File: src/rtl/rudt_pkg.sv
package rudt_pkg;

    localparam int RUDT_DEPTH = 16;
    localparam int ID_W       = 64;
    localparam int USE_W      = 2;
    localparam int CNT_W      = 5;
    localparam int IDX_W      = 4;
    localparam int STAT_W     = 2;

    localparam logic [CNT_W-1:0] LIMIT_RESET = CNT_W'(16);

    typedef enum logic [1:0] {
        ST_IDLE,
        ST_SCAN,
        ST_MISS,
        ST_DONE
    } rudt_state_t;

    typedef enum logic [STAT_W-1:0] {
        STAT_OK,
        STAT_BAD_ID,
        STAT_BAD_USE,
        STAT_FULL
    } rudt_status_t;

    // memory port strobes
    typedef struct packed {
        logic rd_en;
        logic wr_id_en;
        logic wr_use_en;
    } rudt_mem_ctl_t;

endpackage

File: src/rtl/rudt_store.sv
module rudt_store
    import rudt_pkg::*;
#(
    parameter int DEPTH  = RUDT_DEPTH,
    parameter int ADDR_W = 4
) (
    input  logic              aclk,
    input  rudt_mem_ctl_t     ctl,
    input  logic [ADDR_W-1:0] rd_addr,
    input  logic [ADDR_W-1:0] wr_addr,
    input  logic [ID_W-1:0]   wr_id,
    input  logic [USE_W-1:0]  wr_use,
    output logic [ID_W-1:0]   rd_id,
    output logic [USE_W-1:0]  rd_use
);

    logic [ID_W-1:0]  id_mem  [DEPTH];
    logic [USE_W-1:0] use_mem [DEPTH];

    logic [ID_W-1:0]  rd_id_reg;
    logic [USE_W-1:0] rd_use_reg;

    always_ff @(posedge aclk) begin
        if (ctl.wr_id_en) begin
            id_mem[wr_addr] <= wr_id;
        end
        if (ctl.wr_use_en) begin
            use_mem[wr_addr] <= wr_use;
        end
    end

    // registered read port, data holds between reads
    always_ff @(posedge aclk) begin
        if (ctl.rd_en) begin
            rd_id_reg  <= id_mem[rd_addr];
            rd_use_reg <= use_mem[rd_addr];
        end
    end

    assign rd_id  = rd_id_reg;
    assign rd_use = rd_use_reg;

endmodule

File: src/rtl/resource_usage_dedup_table.sv
// A miss scans every entry held in the identity memory, one entry per cycle, before it is
// appended or refused as full; a hit in slot j ends the scan there. A rejected request skips
// the scan. One request at a time: the next is taken the cycle after its result loads the
// output register, which waits while the result channel stalls.
// Reset (aresetn, synchronous, active low): table empty, table_limit = 16, no result
// pending. Table memories are not cleared; only slots below the fill count are read.
module resource_usage_dedup_table
    import rudt_pkg::*;
#(
    parameter int TABLE_DEPTH = RUDT_DEPTH
) (
    input  logic              aclk,
    input  logic              aresetn,

    // configuration: table_limit
    input  logic              cfg_valid,
    output logic              cfg_ready,
    input  logic [CNT_W-1:0]  cfg_data,

    // request channel
    input  logic              s_valid,
    output logic              s_ready,
    input  logic              s_batch_start,
    input  logic [ID_W-1:0]   s_res_identity,
    input  logic [USE_W-1:0]  s_usage_bits,

    // result channel
    output logic              m_valid,
    input  logic              m_ready,
    output logic [STAT_W-1:0] m_status,
    output logic [IDX_W-1:0]  m_entry_index,
    output logic [USE_W-1:0]  m_entry_usage,
    output logic              m_is_new,
    output logic [CNT_W-1:0]  m_entry_count
);

    localparam int ADDR_W = (TABLE_DEPTH > 1) ? $clog2(TABLE_DEPTH) : 1;
    // usable slots: table_limit is capped by the depth and by its own range
    localparam int CAP_I  = (TABLE_DEPTH < (2**CNT_W - 1)) ? TABLE_DEPTH : (2**CNT_W - 1);
    localparam logic [CNT_W-1:0] LIM_CAP = CNT_W'(CAP_I);

    rudt_state_t       state_reg, state_next;

    logic [CNT_W-1:0]  limit_reg;
    logic [CNT_W-1:0]  cnt_reg, cnt_next;       // filled_count
    logic [CNT_W-1:0]  scan_reg, scan_next;     // slot whose data sits on the read port
    logic [ID_W-1:0]   id_reg, id_next;
    logic [USE_W-1:0]  use_reg, use_next;

    // result of the current transaction, waiting for the output register
    rudt_status_t      res_status_reg, res_status_next;
    logic [IDX_W-1:0]  res_index_reg, res_index_next;
    logic [USE_W-1:0]  res_usage_reg, res_usage_next;
    logic              res_new_reg, res_new_next;

    // output register
    logic              m_valid_reg, m_valid_next;
    logic [STAT_W-1:0] m_status_reg;
    logic [IDX_W-1:0]  m_index_reg;
    logic [USE_W-1:0]  m_usage_reg;
    logic              m_new_reg;
    logic [CNT_W-1:0]  m_count_reg;
    logic              out_load;

    // table memory port
    rudt_mem_ctl_t     mem_ctl;
    logic [ADDR_W-1:0] rd_addr;
    logic [ADDR_W-1:0] wr_addr;
    logic [USE_W-1:0]  wr_use;
    logic [ID_W-1:0]   rd_id;
    logic [USE_W-1:0]  rd_use;

    logic [CNT_W-1:0]  eff_limit;
    logic [CNT_W-1:0]  cnt_start;
    logic [CNT_W-1:0]  scan_inc;
    logic              in_fire;

    assign cfg_ready = 1'b1;
    assign s_ready   = (state_reg == ST_IDLE);
    assign in_fire   = s_valid && s_ready;

    assign eff_limit = (limit_reg > LIM_CAP) ? LIM_CAP : limit_reg;
    // batch start empties the table even when the request is rejected
    assign cnt_start = s_batch_start ? '0 : cnt_reg;
    assign scan_inc  = scan_reg + CNT_W'(1);

    rudt_store #(
        .DEPTH  (TABLE_DEPTH),
        .ADDR_W (ADDR_W)
    ) u_store (
        .aclk    (aclk),
        .ctl     (mem_ctl),
        .rd_addr (rd_addr),
        .wr_addr (wr_addr),
        .wr_id   (id_reg),
        .wr_use  (wr_use),
        .rd_id   (rd_id),
        .rd_use  (rd_use)
    );

    always_ff @(posedge aclk) begin
        if (!aresetn) begin
            state_reg   <= ST_IDLE;
            limit_reg   <= LIMIT_RESET;
            cnt_reg     <= '0;
            m_valid_reg <= 1'b0;
        end else begin
            state_reg   <= state_next;
            cnt_reg     <= cnt_next;
            m_valid_reg <= m_valid_next;
            if (cfg_valid) begin
                limit_reg <= cfg_data;
            end
        end
    end

    always_ff @(posedge aclk) begin
        scan_reg        <= scan_next;
        id_reg          <= id_next;
        use_reg         <= use_next;
        res_status_reg  <= res_status_next;
        res_index_reg   <= res_index_next;
        res_usage_reg   <= res_usage_next;
        res_new_reg     <= res_new_next;
        if (out_load) begin
            m_status_reg <= res_status_reg;
            m_index_reg  <= res_index_reg;
            m_usage_reg  <= res_usage_reg;
            m_new_reg    <= res_new_reg;
            m_count_reg  <= cnt_reg;
        end
    end

    always_comb begin
        state_next      = state_reg;
        cnt_next        = cnt_reg;
        scan_next       = scan_reg;
        id_next         = id_reg;
        use_next        = use_reg;
        res_status_next = res_status_reg;
        res_index_next  = res_index_reg;
        res_usage_next  = res_usage_reg;
        res_new_next    = res_new_reg;
        m_valid_next    = m_valid_reg && !m_ready;
        out_load        = 1'b0;
        mem_ctl         = '0;
        rd_addr         = ADDR_W'(scan_inc);
        wr_addr         = ADDR_W'(scan_reg);
        wr_use          = rd_use | use_reg;

        unique case (state_reg)
            ST_IDLE: begin
                if (in_fire) begin
                    id_next         = s_res_identity;
                    use_next        = s_usage_bits;
                    cnt_next        = cnt_start;
                    scan_next       = '0;
                    res_status_next = STAT_OK;
                    res_index_next  = '0;
                    res_usage_next  = '0;
                    res_new_next    = 1'b0;
                    priority if (s_res_identity == '0) begin
                        res_status_next = STAT_BAD_ID;
                        state_next      = ST_DONE;
                    end else if (s_usage_bits == '0) begin
                        res_status_next = STAT_BAD_USE;
                        state_next      = ST_DONE;
                    end else if (cnt_start == '0) begin
                        state_next = ST_MISS;
                    end else begin
                        // fetch slot 0
                        mem_ctl.rd_en = 1'b1;
                        rd_addr       = '0;
                        state_next    = ST_SCAN;
                    end
                end
            end

            ST_SCAN: begin
                if (rd_id == id_reg) begin
                    // hit: OR the new usage into the slot
                    mem_ctl.wr_use_en = 1'b1;
                    wr_addr           = ADDR_W'(scan_reg);
                    wr_use            = rd_use | use_reg;
                    res_index_next    = IDX_W'(scan_reg);
                    res_usage_next    = rd_use | use_reg;
                    state_next        = ST_DONE;
                end else if (scan_inc == cnt_reg) begin
                    state_next = ST_MISS;
                end else begin
                    mem_ctl.rd_en = 1'b1;
                    rd_addr       = ADDR_W'(scan_inc);
                    scan_next     = scan_inc;
                end
            end

            ST_MISS: begin
                if (cnt_reg >= eff_limit) begin
                    res_status_next = STAT_FULL;
                end else begin
                    // append at the next free slot
                    mem_ctl.wr_id_en  = 1'b1;
                    mem_ctl.wr_use_en = 1'b1;
                    wr_addr           = ADDR_W'(cnt_reg);
                    wr_use            = use_reg;
                    cnt_next          = cnt_reg + CNT_W'(1);
                    res_index_next    = IDX_W'(cnt_reg);
                    res_usage_next    = use_reg;
                    res_new_next      = 1'b1;
                end
                state_next = ST_DONE;
            end

            ST_DONE: begin
                if (!m_valid_reg || m_ready) begin
                    out_load     = 1'b1;
                    m_valid_next = 1'b1;
                    state_next   = ST_IDLE;
                end
            end

            default: begin
                state_next = ST_IDLE;
            end
        endcase
    end

    assign m_valid       = m_valid_reg;
    assign m_status      = m_status_reg;
    assign m_entry_index = m_index_reg;
    assign m_entry_usage = m_usage_reg;
    assign m_is_new      = m_new_reg;
    assign m_entry_count = m_count_reg;

endmodule

File: config.mk
export PLATFORM = sky130hd
export DESIGN_NAME = resource_usage_dedup_table
export DESIGN_NICKNAME = d
export VERILOG_FILES = /design/src/rtl/rudt_pkg.sv /design/src/rtl/rudt_store.sv /design/src/rtl/resource_usage_dedup_table.sv
export SDC_FILE = /design/constraint.sdc
export NUM_CORES = 2
export LEC_CHECK = 0
export ABC_AREA = 0
export CORE_MARGIN = 10
export CORE_UTILIZATION = 60
export CTS_CLUSTER_SIZE = 25
export DETAILED_ROUTE_END_ITERATION = 10
export DONT_BUFFER_PORTS = 1
export GPL_TIMING_DRIVEN = 0
export PLACE_DENSITY = 0.87
export SETUP_SLACK_MARGIN = 0.15
export SLEW_MARGIN = 20
export SYNTH_ARGS = -nofsm -noshare
export SYNTH_HDL_FRONTEND = slang
export SYNTH_SLANG_ARGS = --single-unit
File: constraint.sdc
create_clock -name aclk -period 12 [get_ports aclk]
set_input_delay 0.6 -clock aclk [delete_from_list [all_inputs] [get_ports aclk]]
set_output_delay 0.6 -clock aclk [all_outputs]
set_load 0.005 [all_outputs]
# After elaboration in Yosys (flattened, before gate mapping)
# Memory sizes are Yosys's and may differ from the RTL's. A register that Yosys moved wholly into a read port is not among the register bits.
# Cells that the tools add are included.
# classes
eq_ne	13
n_addsub	2
mux	61
n_bitwise	1
magnitude_cmp	2
reduce_logical	18
# ops
op	count
equality test 64 bit	1
logical NOT 64 bit	1
2-to-1 mux 4 bit	10
2-to-1 mux 5 bit	7
2-to-1 mux 2 bit	17
case mux 5 bit (2 select lines)	2
2-to-1 mux 1 bit	18
!= test 2 bit (second input constant)	6
case mux 4 bit (3 select lines)	1
adder 5 x 1 -> 5 bit (second input constant)	2
AND reduction 3 bit	3
case mux 2 bit (4 select lines)	1
AND reduction 4 bit	2
case mux 1 bit (2 select lines)	3
case mux 2 bit (3 select lines)	1
equality test 5 bit	1
>= comparator 5 bit	1
greater-than comparator 5 bit (second input constant)	1
logical NOT 5 bit	1
equality test 2 bit (second input constant)	2
logical NOT 2 bit	2
case mux 2 bit (2 select lines)	1
nonzero test 2 bit	2
!= test 3 bit (second input constant)	1
other kinds (8)	10
# word_totals
mem_bits_rw	1056
inputBits	77
memories	2
out_inout_bits	17
regBits	107
wordCells	115
# mem_list
memory	depth	width	read_ports	rd_ports_with_merged_regs	write_ports	line	rtl
u_store.id_mem	16	64	1	1	1	rudt_store.sv:17	logic [ID_W-1:0] id_mem [DEPTH];
u_store.use_mem	16	2	1	1	1	rudt_store.sv:18	logic [USE_W-1:0] use_mem [DEPTH];

# Longest topological paths before layout
# depth
word_depth	7
depth_mapped	11
depth_no_buf	9

# Modules after synthesis
# Synthesis repeated with hierarchy kept, for this count alone.
# hier_totals
cells_unflattened	2088
hier_area_um2	46460.8
# modules_own_cells
mod	seq_area_each_um2	area_per_inst_um2	cells_each	n_inst
rudt_store	33692.3	41552.4	1723	1
resource_usage_dedup_table	3083.0	4908.5	365	1

# Worst setup path before layout
# Ideal clock, no wire load.
# synth_timing
path_kind	flip-flop to flip-flop
startpoint	register cnt_reg[0]
endpoint	memory u_store.id_mem[3][0], enable pin
stages_incl_launch_ff	9
required_time_ns	11.356
synth_period_minus_slack_ns	8.673
slack_ns	3.327
setup_time_ns	0.644
arrival_time_ns	8.029
cell_sequence	dfxtp_1 -> inv_1 -> ha_1 -> nand2b_1 -> a21o_1 -> a21o_1 -> a311o_1 -> clkbuf_1 -> nor4_1
# synth_between
elab_chain_len	5
# synth_rtl
element	line	rtl
from (decl)	resource_usage_dedup_table.sv:45	logic [CNT_W-1:0] cnt_reg, cnt_next;
from (signal assigned)	resource_usage_dedup_table.sv:109	cnt_reg <= cnt_next;
>= comparator 5 bit	resource_usage_dedup_table.sv:198	if (cnt_reg >= eff_limit) begin
2-to-1 mux 2 bit	resource_usage_dedup_table.sv:198	
2-to-1 mux 1 bit	resource_usage_dedup_table.sv:151	unique case (state_reg)
2-to-1 mux 1 bit	rudt_store.sv:24	if (ctl.wr_id_en) begin
2-to-1 mux 1 bit (implied by the code)	rudt_store.sv:25	id_mem[wr_addr] <= wr_id;
to (decl)	rudt_store.sv:17	
# Several ways; a longest one is shown, not always the timed one.

# Final worst setup path
# layout_timing
startpoint	register cnt_reg[0]
endpoint	memory u_store.id_mem[2][25], enable pin
# Same word-level chain as after synthesis.

==> metrics.cfg <==
[clock_network]
clkLatencyLatePin_ns = 0.72
cts_sinks = 1229
cts_root_buf = clkbuf_16
cts_resized = 0
numCtsBuffers = 113
cts_buffer_depth = 3
h-tree-depth = 3
clk_pin_slew_worst_paths_ns = 0.07
cts_tree = yes
post-cts-setup-buffers = 0

[grt]
use_met1_pct = 36.4
grt-ovfl-total = 0
antenna_found_initial = 14
grt_max_degree = 52
grt.met3_usage_pct = 11.4
use_met2_pct = 45.6
grt-busiest-layer = met2
grt_usage_pct = 29.9
grt_pass1_wl_um = 201000
grt_pass1_vias = 30037

[synth]
yosysTopAreaCell = edfxtp_1
ys_types = 50
synth_common_cells = edfxtp_1, a21oi_1, nor2_1, mux2i_1, o211ai_1
syn_nets = 2924
synth-edff-count = 1216
yosysMostFrequentCell = edfxtp_1
synth.area.top_cells = edfxtp_1, mux2i_1, a21oi_1, mux4_2, o211ai_1
ys_seq_area_share_pct = 76.9
yosysWarnings = 0
synth_area_um2 = 47800
yosys_register_bits = 1229
syn_inst = 2836
synthArstFlopShare_pct = 0
synth.top_cell.area_share_pct = 76.3
avgSynthCellArea_um2 = 16.9
synth_flop_cell = edfxtp_1

[placement]
place_area_um2 = 50400
gp_congestion = 0.942
place_hpwl_um = 85400
post-place-ws_ns = 7.35
port_buffers = 0

[timing]
fmax_ghz = 0.208
rsz0062_at_grt = no
whs_ns = 0.0424
setup_violations = 0
skew_ns = 0.0374
slew_headroom_pct = 14.8
hold_viol = 0
min_period_ns = 4.80
setup_tns_ns = 0
min_period_over_period_pct = 40.0
finalMaxSlewViolations = 0
tightest_slew_ns = 1.27
fin_ws_ns = 7.20

[worst_hold_path]
hp-class = input pin to flip-flop

[flow_run]
cap_viol_max_count = 0

[detailed_routing]
wl_per_cell_um = 32.5
detail_route.vias_per_cell = 7.18
drt_pre_antenna_iters = 11
num_vias = 30656
wirelength_um = 139000
drtAntennaViolNets = 0
drt_iter0_markers = 5947
drcViolationCount = 5

[floorplanning]
core.rowCount = 103
initial_core_util_pct = 60.6
die_x_um = 302
fp.dieArea_um2 = 91400
fp.coreArea_um2 = 79000
io_pins = 94
die_h_um = 302

[run_status]
violations = DRC
status = complete, but fails checks

[power_and_ir_drop]
p_switching_uw = 5410
vdd_drop_max_v = 0.000207
internal_power_uw = 8850
p_leak_uw = 0.0175
p_comb_share_pct = 35.6
power_frac_clock_pct = 25.0
power.density_nw_per_um2 = 260
power.share.sequential_pct = 39.4
design_power_total_uw = 14300
p_sw_share_pct = 37.9

[final_layout]
area_growth_pct = 14.5
finalInstanceArea_um2 = 54800
largest_register_ffs = 1024
nNetsFinal = 3196
drive_gt1_share_pct = 12.7

[worst_setup_path]
worstPathArrival_ns = 5.22
required_ns = 12.42
crit_path_max_fanout = 9
critPathKind = flip-flop to flip-flop
endpoint_kind = flip-flop
start_kind = flip-flop

==> repair_timing <==
action / in CTS / in global routing
endpoints found under the setup margin: 0 / 0
hold buffers: 67 / 0
hold endpoints to repair: 67 / 0
==> placed cells by master (no fill, tap or decap), types with 7 or more instances in the layout <==
master / synthesis / final
a211oi_1: 66 / 66
a21o_1: 7 / 7
a21oi_1: 340 / 340
a31oi_1: 8 / 8
buf_1: 21 / 19
buf_12: 0 / 16
buf_16: 0 / 12
buf_2: 38 / 48
buf_4: 2 / 48
buf_6: 5 / 13
bufinv_16: 0 / 8
clkbuf_1: 114 / 130
clkbuf_16: 0 / 113
clkinv_1: 0 / 22
clkinv_2: 0 / 28
clkinvlp_4: 0 / 8
dfxtp_1: 13 / 13
diode_2: 0 / 14
dlygate4sd3_1: 0 / 67
edfxtp_1: 1216 / 1216
ha_1: 11 / 11
inv_1: 13 / 12
mux2i_1: 200 / 200
mux4_2: 68 / 68
nand2_1: 23 / 22
nand4_1: 22 / 22
nor2_1: 243 / 234
nor2_4: 0 / 9
nor3_1: 13 / 7
nor4_1: 22 / 18
o211ai_1: 131 / 131
o21ai_0: 69 / 69
o221ai_1: 65 / 65
xnor2_1: 69 / 69
==> per-layer routing <==
metal  vias to the layer above  part of all wire, %
li1                      11879                    -
met1                     14786                   32
met2                      3238                   45
met3                       749                   16
met4                         4                  7.1
met5                         -                0.016
==> logic make-up (layout without fill, tap and decap cells) <==
kind of cell / Yosys count / count (layout) / synth area share (%)
adders and majority gates: 11 / 11 / 0.288
other: 1 / 15 / 0.00784
muxes: 268 / 268 / 7.39
buffers and inverters: 193 / 561 / 1.71
AOI/OAI and AO/OA: 707 / 707 / 9.12
DFF: 1229 / 1229 / 76.9
xor gates and xnor gates: 73 / 73 / 1.37
and+or+nand+nor: 354 / 354 / 3.25
==> worst max-delay path: stages, from the launching register on <==
cell	delay [ns]
dfxtp_1	0.58
inv_1	0.21
ha_1	0.33
nand2b_1	0.14
a21o_1	0.17
a21o_1	0.20
a311oi_1	0.90
nand3_1	0.60
nor3_2	0.45
buf_4	0.30
buf_4	0.25
buf_4	0.22
buf_6	0.16
==> final cells by class <==
type / instances / area, um2
well taps: 1050 / 1310
fillers: 4309 / 24200
plain buffers: 180 / 772
clock inverters: 77 / 688
repair buffers: 157 / 1800
flip-flops and latches: 1229 / 36800
diodes: 14 / 35.0
multi-input cells: 1414 / 10400
inverters: 13 / 51.3
clock buffers: 134 / 2950
==> metrics by stage <==
stage / std cells / util [%]
detailed placement: 3976 / 63.8
floorplan: 2836 / -
finish: 4268 / 69.3
global route: 4260 / 69.3
CTS: 4254 / 69.3
global placement: 3886 / 62.2
==> path summary, 6_finish.rpt <==
check                                  start                         endpoint  slack [ns]  cells after the start
min reg2reg  res_status_reg[0]$_SDFFCE_PP1P_            m_status[0]$_DFFE_PP_        0.42                      0
max                  cnt_reg[0]$_SDFFE_PN0P_  u_store.id_mem[2][25]$_DFFE_PP_        7.20                     12
max reg2reg          cnt_reg[0]$_SDFFE_PN0P_  u_store.id_mem[2][25]$_DFFE_PP_        7.20                     12
min                              cfg_data[4]        limit_reg[4]$_SDFFE_PN1P_        0.04                      2
==> power by group through the flow <==
| stage | registers, uW | logic (uW) | clock network, uW |
|---|---|---|---|
| after floorplan | 5560 | 3040 | 0 |
| after global placement | 5670 | 4400 | 0 |
| after detailed placement | 5680 | 4650 | 0 |
| after CTS | 5600 | 4840 | 3530 |
| after global routing | 5640 | 5210 | 3710 |
| final | 5620 | 5080 | 3560 |
No activity file was read; power rests on OpenSTA's default activity.
